[src/rtl/fqsp_pkg.sv]
// Shared types, constants and the hex digit decoder of the FASTQ record splitter.
package fqsp_pkg;

    localparam int unsigned WORD_BITS_DEF       = 64;
    localparam int unsigned LINE_COUNT_BITS_DEF = 16;
    localparam int unsigned OUT_WORD_BITS       = 64;
    localparam int unsigned ID_LEN_BITS         = 12;

    localparam logic [ID_LEN_BITS-1:0] ID_LEN_MAX = '1;

    localparam logic [7:0] CH_LF    = 8'h0A;
    localparam logic [7:0] CH_PLUS  = 8'h2B;
    localparam logic [7:0] CH_SPACE = 8'h20;

    typedef enum logic [2:0] {
        PH_ID     = 3'd0,
        PH_HDR    = 3'd1,
        PH_SEQ    = 3'd2,
        PH_SPACER = 3'd3,
        PH_QUAL   = 3'd4
    } t_phase;

    typedef enum logic [1:0] {
        ST_RUN   = 2'd0,
        ST_CLEAN = 2'd1,
        ST_TRUNC = 2'd2
    } t_status;

    typedef struct packed {
        logic [7:0] in_byte;
        logic       last_byte;
    } t_fqsp_in;

    typedef struct packed {
        logic [OUT_WORD_BITS-1:0] id_word;
        logic                     id_word_valid;
        logic                     id_last;
        logic [ID_LEN_BITS-1:0]   id_length;
        logic                     record_done;
        logic [1:0]               stream_status;
    } t_fqsp_out;

    // Result of one byte step, handed from the parser to the output register.
    typedef struct packed {
        logic      valid;
        t_fqsp_out rsp;
    } t_step_res;

    // Returns {is_hex, value}.
    function automatic logic [4:0] hex_decode(input logic [7:0] b);
        logic [7:0] v;
        v = 8'h00;
        if (b >= 8'h30 && b <= 8'h39) begin
            v = b - 8'h30;
            return {1'b1, v[3:0]};
        end
        if (b >= 8'h61 && b <= 8'h66) begin
            v = b - 8'h57;
            return {1'b1, v[3:0]};
        end
        if (b >= 8'h41 && b <= 8'h46) begin
            v = b - 8'h37;
            return {1'b1, v[3:0]};
        end
        return 5'b0_0000;
    endfunction

endpackage

[src/rtl/fastq_record_splitter_id_packer_core.sv]
// A result appears on the output register in the cycle after its byte is accepted.
// Throughput: one byte per cycle; the phase and id registers update from each byte alone.
// Input stalls only while a result sits in the output register and the sink stalls.
// Reset (synchronous, active low) returns to the id phase with all counters and the
// id accumulator cleared, and empties the output register.
module fastq_record_splitter_id_packer_core #(
    parameter int unsigned WORD_BITS       = fqsp_pkg::WORD_BITS_DEF,
    parameter int unsigned LINE_COUNT_BITS = fqsp_pkg::LINE_COUNT_BITS_DEF
) (
    input  logic                 i_clk,
    input  logic                 i_rst_n,
    input  logic                 i_in_valid,
    output logic                 o_in_stall,
    input  fqsp_pkg::t_fqsp_in   i_in_req,
    output logic                 o_out_valid,
    input  logic                 i_out_stall,
    output fqsp_pkg::t_fqsp_out  o_out_rsp
);

    logic                room;
    logic                step;
    fqsp_pkg::t_step_res res;

    assign o_in_stall = !room;
    assign step       = i_in_valid && room;

    fqsp_parser #(
        .WORD_BITS       (WORD_BITS),
        .LINE_COUNT_BITS (LINE_COUNT_BITS)
    ) u_parser (
        .i_clk   (i_clk),
        .i_rst_n (i_rst_n),
        .i_step  (step),
        .i_req   (i_in_req),
        .o_res   (res)
    );

    fqsp_out_reg u_out_reg (
        .i_clk   (i_clk),
        .i_rst_n (i_rst_n),
        .i_res   (res),
        .i_step  (step),
        .o_room  (room),
        .o_valid (o_out_valid),
        .i_stall (i_out_stall),
        .o_rsp   (o_out_rsp)
    );

endmodule

[src/rtl/fqsp_parser.sv]
// Record phase tracker and id nibble packer: one stream byte per accepted request.
module fqsp_parser #(
    parameter int unsigned WORD_BITS       = fqsp_pkg::WORD_BITS_DEF,
    parameter int unsigned LINE_COUNT_BITS = fqsp_pkg::LINE_COUNT_BITS_DEF
) (
    input  logic                 i_clk,
    input  logic                 i_rst_n,
    input  logic                 i_step,
    input  fqsp_pkg::t_fqsp_in   i_req,
    output fqsp_pkg::t_step_res  o_res
);

    localparam int unsigned NIBBLES = WORD_BITS / 4;
    localparam int unsigned NIB_W   = (NIBBLES > 1) ? $clog2(NIBBLES) : 1;
    localparam logic [NIB_W-1:0]           NIB_LAST = NIB_W'(NIBBLES - 1);
    localparam logic [LINE_COUNT_BITS-1:0] LC_MAX   = '1;
    localparam logic [LINE_COUNT_BITS-1:0] LC_ONE   = LINE_COUNT_BITS'(1);

    fqsp_pkg::t_phase                  r_phase, n_phase;
    logic [WORD_BITS-1:0]              r_accum, n_accum;
    logic [NIB_W-1:0]                  r_nib,   n_nib;
    logic [fqsp_pkg::ID_LEN_BITS-1:0]  r_idc,   n_idc;
    logic [LINE_COUNT_BITS-1:0]        r_lc,    n_lc;

    logic [4:0]                        hex;
    logic [WORD_BITS-1:0]              word;
    logic                              wv, il, done;
    logic [fqsp_pkg::ID_LEN_BITS-1:0]  len;
    fqsp_pkg::t_status                 status;
    logic [LINE_COUNT_BITS-1:0]        lc_dec;
    logic [fqsp_pkg::OUT_WORD_BITS-1:0] word_ext;

    assign hex = fqsp_pkg::hex_decode(i_req.in_byte);

    always_comb begin
        n_phase = r_phase;
        n_accum = r_accum;
        n_nib   = r_nib;
        n_idc   = r_idc;
        n_lc    = r_lc;
        word    = '0;
        wv      = 1'b0;
        il      = 1'b0;
        len     = '0;
        done    = 1'b0;
        status  = fqsp_pkg::ST_RUN;
        lc_dec  = (r_lc != '0) ? r_lc - LC_ONE : r_lc;

        unique case (r_phase)
            fqsp_pkg::PH_ID: begin
                if (i_req.in_byte == fqsp_pkg::CH_LF && r_idc == '0 && r_nib == '0) begin
                    // skip blank line ahead of the header
                end else if (i_req.in_byte <= fqsp_pkg::CH_SPACE) begin
                    word    = r_accum;
                    wv      = (r_nib != '0);
                    il      = 1'b1;
                    len     = r_idc;
                    n_accum = '0;
                    n_nib   = '0;
                    n_idc   = '0;
                    n_lc    = '0;
                    n_phase = (i_req.in_byte == fqsp_pkg::CH_LF) ? fqsp_pkg::PH_SEQ
                                                                  : fqsp_pkg::PH_HDR;
                end else begin
                    if (r_idc < fqsp_pkg::ID_LEN_MAX) begin
                        n_idc = r_idc + 1'b1;
                    end
                    if (hex[4]) begin
                        // slot at r_nib is still clear, so write the digit in place
                        for (int k = 0; k < NIBBLES; k++) begin
                            if (r_nib == NIB_W'(k)) begin
                                n_accum[4*k +: 4] = hex[3:0];
                            end
                        end
                        if (r_nib == NIB_LAST) begin
                            word    = n_accum;
                            wv      = 1'b1;
                            n_accum = '0;
                            n_nib   = '0;
                        end else begin
                            n_nib = r_nib + 1'b1;
                        end
                    end
                end
            end
            fqsp_pkg::PH_HDR: begin
                if (i_req.in_byte == fqsp_pkg::CH_LF) begin
                    n_phase = fqsp_pkg::PH_SEQ;
                end
            end
            fqsp_pkg::PH_SEQ: begin
                if (i_req.in_byte == fqsp_pkg::CH_PLUS) begin
                    n_phase = fqsp_pkg::PH_SPACER;
                end else if (i_req.in_byte == fqsp_pkg::CH_LF && r_lc != LC_MAX) begin
                    n_lc = r_lc + 1'b1;
                end
            end
            fqsp_pkg::PH_SPACER: begin
                if (i_req.in_byte == fqsp_pkg::CH_LF) begin
                    if (r_lc == '0) begin
                        done = 1'b1;
                    end else begin
                        n_phase = fqsp_pkg::PH_QUAL;
                    end
                end
            end
            fqsp_pkg::PH_QUAL: begin
                if (i_req.in_byte == fqsp_pkg::CH_LF) begin
                    n_lc = lc_dec;
                    done = (lc_dec == '0);
                end
            end
            default: begin
                n_phase = fqsp_pkg::PH_ID;
            end
        endcase

        if (done) begin
            n_phase = fqsp_pkg::PH_ID;
            n_accum = '0;
            n_nib   = '0;
            n_idc   = '0;
            n_lc    = '0;
        end

        if (i_req.last_byte) begin
            if (n_phase == fqsp_pkg::PH_ID && n_idc == '0 && n_nib == '0) begin
                status = fqsp_pkg::ST_CLEAN;
            end else if (n_phase == fqsp_pkg::PH_QUAL && n_lc == LC_ONE) begin
                // accept a missing final quality newline
                done   = 1'b1;
                status = fqsp_pkg::ST_CLEAN;
            end else begin
                status = fqsp_pkg::ST_TRUNC;
                if (n_phase == fqsp_pkg::PH_ID) begin
                    word = n_accum;
                    wv   = (n_nib != '0);
                    il   = 1'b1;
                    len  = n_idc;
                end
            end
            n_phase = fqsp_pkg::PH_ID;
            n_accum = '0;
            n_nib   = '0;
            n_idc   = '0;
            n_lc    = '0;
        end

        word_ext                 = '0;
        word_ext[WORD_BITS-1:0]  = word;
        o_res.valid              = wv | il | done | i_req.last_byte;
        o_res.rsp.id_word        = wv ? word_ext : '0;
        o_res.rsp.id_word_valid  = wv;
        o_res.rsp.id_last        = il;
        o_res.rsp.id_length      = il ? len : '0;
        o_res.rsp.record_done    = done;
        o_res.rsp.stream_status  = status;
    end

    always_ff @(posedge i_clk) begin
        if (!i_rst_n) begin
            r_phase <= fqsp_pkg::PH_ID;
            r_accum <= '0;
            r_nib   <= '0;
            r_idc   <= '0;
            r_lc    <= '0;
        end else if (i_step) begin
            r_phase <= n_phase;
            r_accum <= n_accum;
            r_nib   <= n_nib;
            r_idc   <= n_idc;
            r_lc    <= n_lc;
        end
    end

    a_nib_range: assert property (@(posedge i_clk) disable iff (!i_rst_n)
        r_nib <= NIB_LAST)
        else $error("nibble count beyond word");

    a_last_clears: assert property (@(posedge i_clk) disable iff (!i_rst_n)
        (i_step && i_req.last_byte) |=>
            (r_phase == fqsp_pkg::PH_ID && r_nib == '0 && r_idc == '0 && r_lc == '0
             && r_accum == '0))
        else $error("state not cleared after final byte");

    a_done_clears: assert property (@(posedge i_clk) disable iff (!i_rst_n)
        (i_step && o_res.rsp.record_done) |=>
            (r_phase == fqsp_pkg::PH_ID && r_idc == '0 && r_lc == '0))
        else $error("state not cleared after record end");

    a_id_only_in_id: assert property (@(posedge i_clk) disable iff (!i_rst_n)
        (r_phase != fqsp_pkg::PH_ID) |-> (r_nib == '0 && r_idc == '0 && r_accum == '0))
        else $error("id accumulator busy outside id phase");

endmodule

[src/rtl/fqsp_out_reg.sv]
// Output result register that parts the upstream and downstream handshakes.
module fqsp_out_reg (
    input  logic                 i_clk,
    input  logic                 i_rst_n,
    input  fqsp_pkg::t_step_res  i_res,
    input  logic                 i_step,
    output logic                 o_room,
    output logic                 o_valid,
    input  logic                 i_stall,
    output fqsp_pkg::t_fqsp_out  o_rsp
);

    logic                r_valid;
    fqsp_pkg::t_fqsp_out r_rsp;

    assign o_room  = !r_valid || !i_stall;
    assign o_valid = r_valid;
    assign o_rsp   = r_rsp;

    always_ff @(posedge i_clk) begin
        if (!i_rst_n) begin
            r_valid <= 1'b0;
        end else if (o_room) begin
            r_valid <= i_step && i_res.valid;
        end
    end

    // hold the payload while a stalled request waits
    always_ff @(posedge i_clk) begin
        if (o_room) begin
            r_rsp <= i_res.rsp;
        end
    end

endmodule
[config.mk]
export PLATFORM = sky130hd
export DESIGN_NAME = fastq_record_splitter_id_packer_core
export DESIGN_NICKNAME = d
export VERILOG_FILES = /design/src/rtl/fqsp_pkg.sv /design/src/rtl/fastq_record_splitter_id_packer_core.sv /design/src/rtl/fqsp_parser.sv /design/src/rtl/fqsp_out_reg.sv
export SDC_FILE = /design/constraint.sdc
export NUM_CORES = 1
export LEC_CHECK = 0
export BUFFER_PORTS_ARGS = -buffer_cell sky130_fd_sc_hd__buf_2
export CAP_MARGIN = 40
export CELL_PAD_IN_SITES_DETAIL_PLACEMENT = 1
export CELL_PAD_IN_SITES_GLOBAL_PLACEMENT = 1
export CORE_MARGIN = 2
export CORE_UTILIZATION = 46
export DETAILED_ROUTE_END_ITERATION = 8
export PLACE_DENSITY_LB_ADDON = 0.1
export SLEW_MARGIN = 15
export SYNTH_ARGS = -nofsm -noshare
export SYNTH_HDL_FRONTEND = slang
export SYNTH_SLANG_ARGS = --single-unit
[constraint.sdc]
create_clock -name i_clk -period 5.5 [get_ports i_clk]
set_clock_uncertainty 0.15 [all_clocks]
set_input_delay 0.55 -clock i_clk [delete_from_list [all_inputs] [get_ports i_clk]]
set_output_delay 0.55 -clock i_clk [all_outputs]
set_load 0.02 [all_outputs]
---- After elaboration in Yosys (flattened, before gate mapping) ----
Index checks and enable logic that the tools add are counted.
storage, ports and cells
  output and inout port bits .............. 83
  word-level logic and storage cells ...... 191
  register bits ........................... 181
  input bits .............................. 13
cells by class
  mux-type cells .......................... 108
  reductions and logical operators ........ 27
  equality and inequality tests ........... 24
  order comparisons ....................... 8
  bitwise logic cells ..................... 4
  $add $sub $neg .......................... 7
operators with widths
  kind                   count
  $mux 64                16
  $mux 12                13
  $mux 16                8
  $mux 4                 23
  $pmux 16 s3            1
  $eq 4x4->1 const B     8
  $logic_not 16->1       2
  $mux 5                 6
  $mux 1                 29
  $logic_not 12->1       2
  $mux 3                 8
  $add 16x1->16 const B  1
  $eq 16x1->1 const B    1
  $eq 4x3->1 const B     4
  $ge 8x7->1 const B     2
  $le 8x6->1 const B     2
  $le 8x7->1 const B     2
  $ne 16x16->1 const B   1
  $reduce_bool 16->1     1
  $sub 16x1->16 const B  1
  $pmux 3 s5             1
  $add 12x1->12 const B  1
  $lt 12x12->1 const B   1
  $logic_and 1x1->1      11
  other kinds (21)       33

---- Logic depth before layout (Yosys ltp) ----
  word-level depth ........................ 23
  depth in mapped cells ................... 16
  mapped depth without buffers ............ 11

---- By module ----
Synthesis repeated with hierarchy kept, for this count alone.
unflattened totals
  cells, all modules ...................... 1287
  area total of the unflattened synthesis .. 11189.5 um^2
modules (own cells, without submodules)
  module                                area an instance (um^2)  instances  sequential area each (um^2)  cells each
  fqsp_parser                           8705.8                   1          1981.9                       1200
  fqsp_out_reg                          2473.6                   1          2452.4                       85
  fastq_record_splitter_id_packer_core  10.0                     1          0.0                          2

---- Least setup slack after synthesis ----
OpenSTA, ideal clock, no wires.
  path kind ............................... input to register
  start ................................... in i_out_stall
  end ..................................... reg u_parser.r_lc[3]
  stages on the path ...................... 7
  arrival ................................. 3.918 ns
  library setup time ...................... 0.076 ns
  data required time ...................... 5.274 ns
  setup slack ............................. 1.357 ns
  buffers on the path ..................... 2
  path through ............................ nand2_1 -> nand2_1 -> nor2_1 -> clkbuf_1 -> clkbuf_1 -> nand2_1 -> a21boi_0
on the way
  cells in the longest elaborated chain, start to end .. 3
RTL lines
  item                    RTL line                                    source
  start: declaration      fastq_record_splitter_id_packer_core.sv:16  input logic i_out_stall,
  $logic_not 1->1         fqsp_out_reg.sv:16                          assign o_room = !r_valid || !i_stall;
  $logic_or 1x1->1        fqsp_out_reg.sv:16
  $logic_and 1x1->1       fastq_record_splitter_id_packer_core.sv:25  assign step = i_in_valid && room;
  end signal: assignment  fqsp_parser.sv:172                          r_lc <= n_lc;
  end: declaration        fqsp_parser.sv:23                           logic [LINE_COUNT_BITS-1:0] r_lc, n_lc;
Every way passes these cells.
A chain may end at the register's enable or synchronous reset.

---- Final worst setup path ----
  start ................................... reg u_parser.r_lc[1]
  end ..................................... reg u_out_reg.r_rsp, in the netlist u_out_reg.o_rsp[30] (data pin)
on the way
  cells in the longest elaborated chain, start to end .. 11
  elaborated cells on any way between the ends .. 43
  those cells by class .................... add/sub (2); eq/ne (3); mux (27); reduce/logical (11)
RTL lines
  item                                                 RTL line                               source
  $sub 16x1->16 (tied with other cells)                fqsp_parser.sv:47                      lc_dec = (r_lc != '0) ? r_lc - LC_ONE : r_lc;
  $mux 16 / $logic_and 1x1->1 (equally long branches)  fqsp_parser.sv:47, fqsp_parser.sv:94
  $logic_not 16->1 / $mux 16 (equally long branches)   fqsp_parser.sv:110, fqsp_parser.sv:94
  $mux 1 / $mux 16 (equally long branches)             fqsp_parser.sv:108, fqsp_parser.sv:92
  $pmux 1 s2 / $pmux 16 s3 (equally long branches)     fqsp_parser.sv:49                      unique case (r_phase)
  $mux 16 (tied with other cells)                      fqsp_parser.sv:118                     if (done) begin
  $eq 16x1->1 (tied with other cells)                  fqsp_parser.sv:129                     end else if (n_phase == fqsp_pkg::PH_QUAL && n_lc == LC_ONE) begin
  $logic_and 1x1->1 (tied with other cells)            fqsp_parser.sv:129
  $mux 64 (tied with other cells)                      fqsp_parser.sv:129
  $mux 64 / $mux 1 (equally long branches)             fqsp_parser.sv:127                     if (n_phase == fqsp_pkg::PH_ID && n_idc == '0 && n_nib == '0) begin
  $mux 64 / $mux 1 (equally long branches)             fqsp_parser.sv:126                     if (i_req.last_byte) begin
  end signal: assignment                               fqsp_out_reg.sv:31                     r_rsp <= i_res.rsp;
  end: declaration                                     fqsp_out_reg.sv:14                     fqsp_pkg::t_fqsp_out r_rsp;
Parallel ways exist; a longest one is shown, timed or not.

==> impl_metrics.py <==
metrics = {
    "outcome": {
        "status": "finished, final reports clean",
    },
    "synth": {
        "synth-main-ff-cell": "dfxtp_1",
        "syn_area_per_cell_um2": 8.29,
        "yosysSeqAreaShare_pct": 40.2,
        "async_flop_share_pct": 0,
        "yosys.area.top_type_share_pct": 22.1,
        "synth_edf_count": 81,
        "synth_nets": 1354,
        "netlist_instances": 1329,
        "synth_cell_types": 85,
        "yosysTopAreaCell": "edfxtp_1",
        "ys_ff_latch": 181,
        "yosysWarnings": 0,
        "synth_area_um2": 11000,
        "yosys-top-cells-area": "edfxtp_1, dfxtp_1, a22oi_1, nor2b_1, nor2_1",
    },
    "timing": {
        "holdWs_ps": 267,
        "rsz0062_at_grt": "false",
        "fin_crit_ps": 4430,
        "slew_violations": 0,
        "setup_viol": 0,
        "finalHoldViolCount": 0,
        "relSlewSlack_pct": 42.8,
        "setup_tns_ps": 0,
        "finalWorstSetupSlack_ps": 1070,
        "fmax_mhz": 226,
        "tightestPinTransition_ps": 859,
        "fin_crit_sh_pct": 80.6,
    },
    "clock_network": {
        "clk-insertion-delay-late_ps": 440,
        "cts_tree": "done",
        "clk_pin_slew_worst_paths_ps": 80,
        "clkSinkCount": 181,
        "cts-buffers-inserted": 17,
        "cts-resized-gates": 0,
        "cts_root_buf": "clkbuf_16",
        "clk_path_buf_depth": 2,
        "cts_hold_buf": 0,
        "cts-htree-levels": 4,
        "cts_setup_buffers": 0,
    },
    "setup_path": {
        "cp-start-kind": "flop",
        "path_class": "flop to flop",
        "cp.arrival_ps": 4450,
        "worstSetupStartpoint": "u_parser.r_lc[1]",
        "r2r_end": "u_out_reg.o_rsp[30]",
        "timing.rr.start": "u_parser.r_lc[1]",
        "path_cells": "inv_1, ha_1, nor3b_1, nand4_1, or2_2, o21ai_0, nor4b_1, a31o_2, nor3_1, a21oi_4, buf_4, a21oi_1",
        "cp_top_family": "simple AND/OR/NAND/NOR gates",
        "critPathSlowestCell": "nor3b_1",
        "crit_path_max_incr_delay_ps": 490,
        "r2r_cells": 12,
        "rrSetupSlack_ps": 1070,
        "path_depth": 12,
        "worstSetupEndpointType": "flop",
        "path_max_fanout": 38,
        "cp.buffers_inverters": 2,
        "worstPathRequired_ps": 5520,
    },
    "place": {
        "dp_hpwl_um": 25400,
        "pre_cts_slack_ps": 1070,
        "gp_congestion": 0.899,
        "portBuffers": 95,
        "placed_cell_area_um2": 11700,
    },
    "grt": {
        "grt_busiest_layer": "met2",
        "grtUsageTotal_pct": 30.4,
        "grt_pass1_vias": 10900,
        "grt_overflow": 0,
        "use_met1_pct": 43.0,
        "grt_max_degree": 61,
        "grt_pass1_wl_um": 62100,
        "use_met3_pct": 5.04,
        "antenna_found_initial": 3,
        "use_met2_pct": 48.8,
    },
    "floorplanning": {
        "rows": 56,
        "initial_utilization_pct": 46.9,
        "die_w_um": 159,
        "dieHeight_um": 159,
        "die_area_um2": 25200,
        "io-pin-count": 96,
        "core_area_um2": 23500,
    },
    "finish": {
        "final_core_util_pct": 52.5,
        "fin_area_um2": 12300,
        "nFillCells": 2860,
        "final_common_cell": "a22oi_1",
        "synthToLayoutAreaGrowth_pct": 12.0,
        "mostFrequentLayoutCells": "a22oi_1, nand2_1, nor2_1, dfxtp_1, buf_2",
        "nets": 1378,
        "drive_gt1_share_pct": 13.6,
    },
    "routing": {
        "antenna_left": 0,
        "routed_via_density": 6.53,
        "wl_um": 38800,
        "vias": 11000,
        "first_iter_violations": 1166,
        "drc": 0,
        "drt_pass1_iterations": 5,
        "wl_per_cell_um": 23.0,
    },
    "pwr": {
        "powerDensity_nw_per_um2": 246,
        "ir_drop_uv": 183,
        "p_leak_uw": 0.00448,
    },
    "min_path": {
        "hp-class": "input port to flop",
        "min_from": "i_in_valid",
        "whs_endpoint": "u_out_reg.o_valid",
        "hold_depth": 3,
    },
    "flow_run": {
        "cap_violations": 0,
    },
}
worst reg2reg max path, delay by kind of cell, from the launching register on:
kind | cells | cell delay (ps)
and+or+nand+nor | 5 | 1800
buffers and inverters | 2 | 600
AOI/OAI and AO/OA | 4 | 930
DFF | 1 | 410
adders and majority gates | 1 | 280
logic make-up (layout without fill, tap and decap cells):
group                      Yosys count  after routing  synth area share (%)
buffers and inverters              140            176                  5.33
AOI/OAI and AO/OA                  400            400                  24.6
other                                0              2                     0
adders and majority gates           12             12                  1.36
and+or+nand+nor                    582            582                  27.2
DFF                                181            181                  40.2
muxes                               10             10                 0.931
xor gates and xnor gates             4              4                 0.318
per-layer routing:
layer	wire [um]	vias to the layer above	share of wire, %
li1	-	5001	-
met1	17500	5570	45
met2	18200	392	47
met3	2550	53	6.6
met4	553	2	1.4
met5	13	-	0.034
stage by stage:
| step | total power, uW | std cells |
|---|---|---|
| 3_3_place_gp | 1770 | 1649 |
| 3_5_place_dp | 1790 | 1653 |
| 4_1_cts | 3040 | 1684 |
| 6_report | 3030 | 1686 |
| 5_1_grt | 3120 | 1686 |
| 2_1_floorplan | 1660 | 1329 |
registers in the layout, indices dropped and copies added (netlist names):
register	count
u_parser.r_lc	16
u_parser.r_phase	3
u_out_reg.o_rsp	81
u_parser.r_nib	4
u_out_reg.o_valid	1
u_parser.r_accum	64
u_parser.r_idc	12
cell usage after synthesis, types with 20 or more instances:
| master | instances |
|---|---|
| a22oi_1 | 129 |
| nor2_1 | 126 |
| nand2_1 | 125 |
| dfxtp_1 | 100 |
| clkbuf_1 | 90 |
| nor2b_1 | 88 |
| edfxtp_1 | 81 |
| a21oi_1 | 80 |
| nand3_1 | 73 |
| o21ai_0 | 63 |
| nor3_1 | 38 |
| and2_1 | 23 |
| nor4_1 | 21 |
| buf_2 | 20 |
where the power goes:
group / switching (uW) / leakage [uW] / internal, uW
clock network: 626 / 0.000282 / 648
registers: 10.5 / 0.00176 / 1430
logic: 237 / 0.00243 / 86.4
worst max-delay path by stage:
stage	end	slack (ps)
floorplan	u_parser.r_lc[3]	1360
global placement	u_out_reg.o_rsp[39]	1070
detailed placement	u_out_reg.o_rsp[30]	1070
CTS	u_out_reg.o_rsp[30]	1170
global route	u_out_reg.o_rsp[22]	820
finish	u_out_reg.o_rsp[30]	1070
final cells by class:
cell class	count	area, um^2	share of cell area, %
repair buffers	128	793	6.43
clock buffers	17	425	3.45
multi-input cells	1008	6040	49.0
clock inverters	14	169	1.37
well taps	319	399	3.24
inverters	17	63.8	0.517
diodes	2	5.00	0.0406
flip-flops and latches	181	4430	36.0
Note: power is estimated with default switching activity, not from simulation.
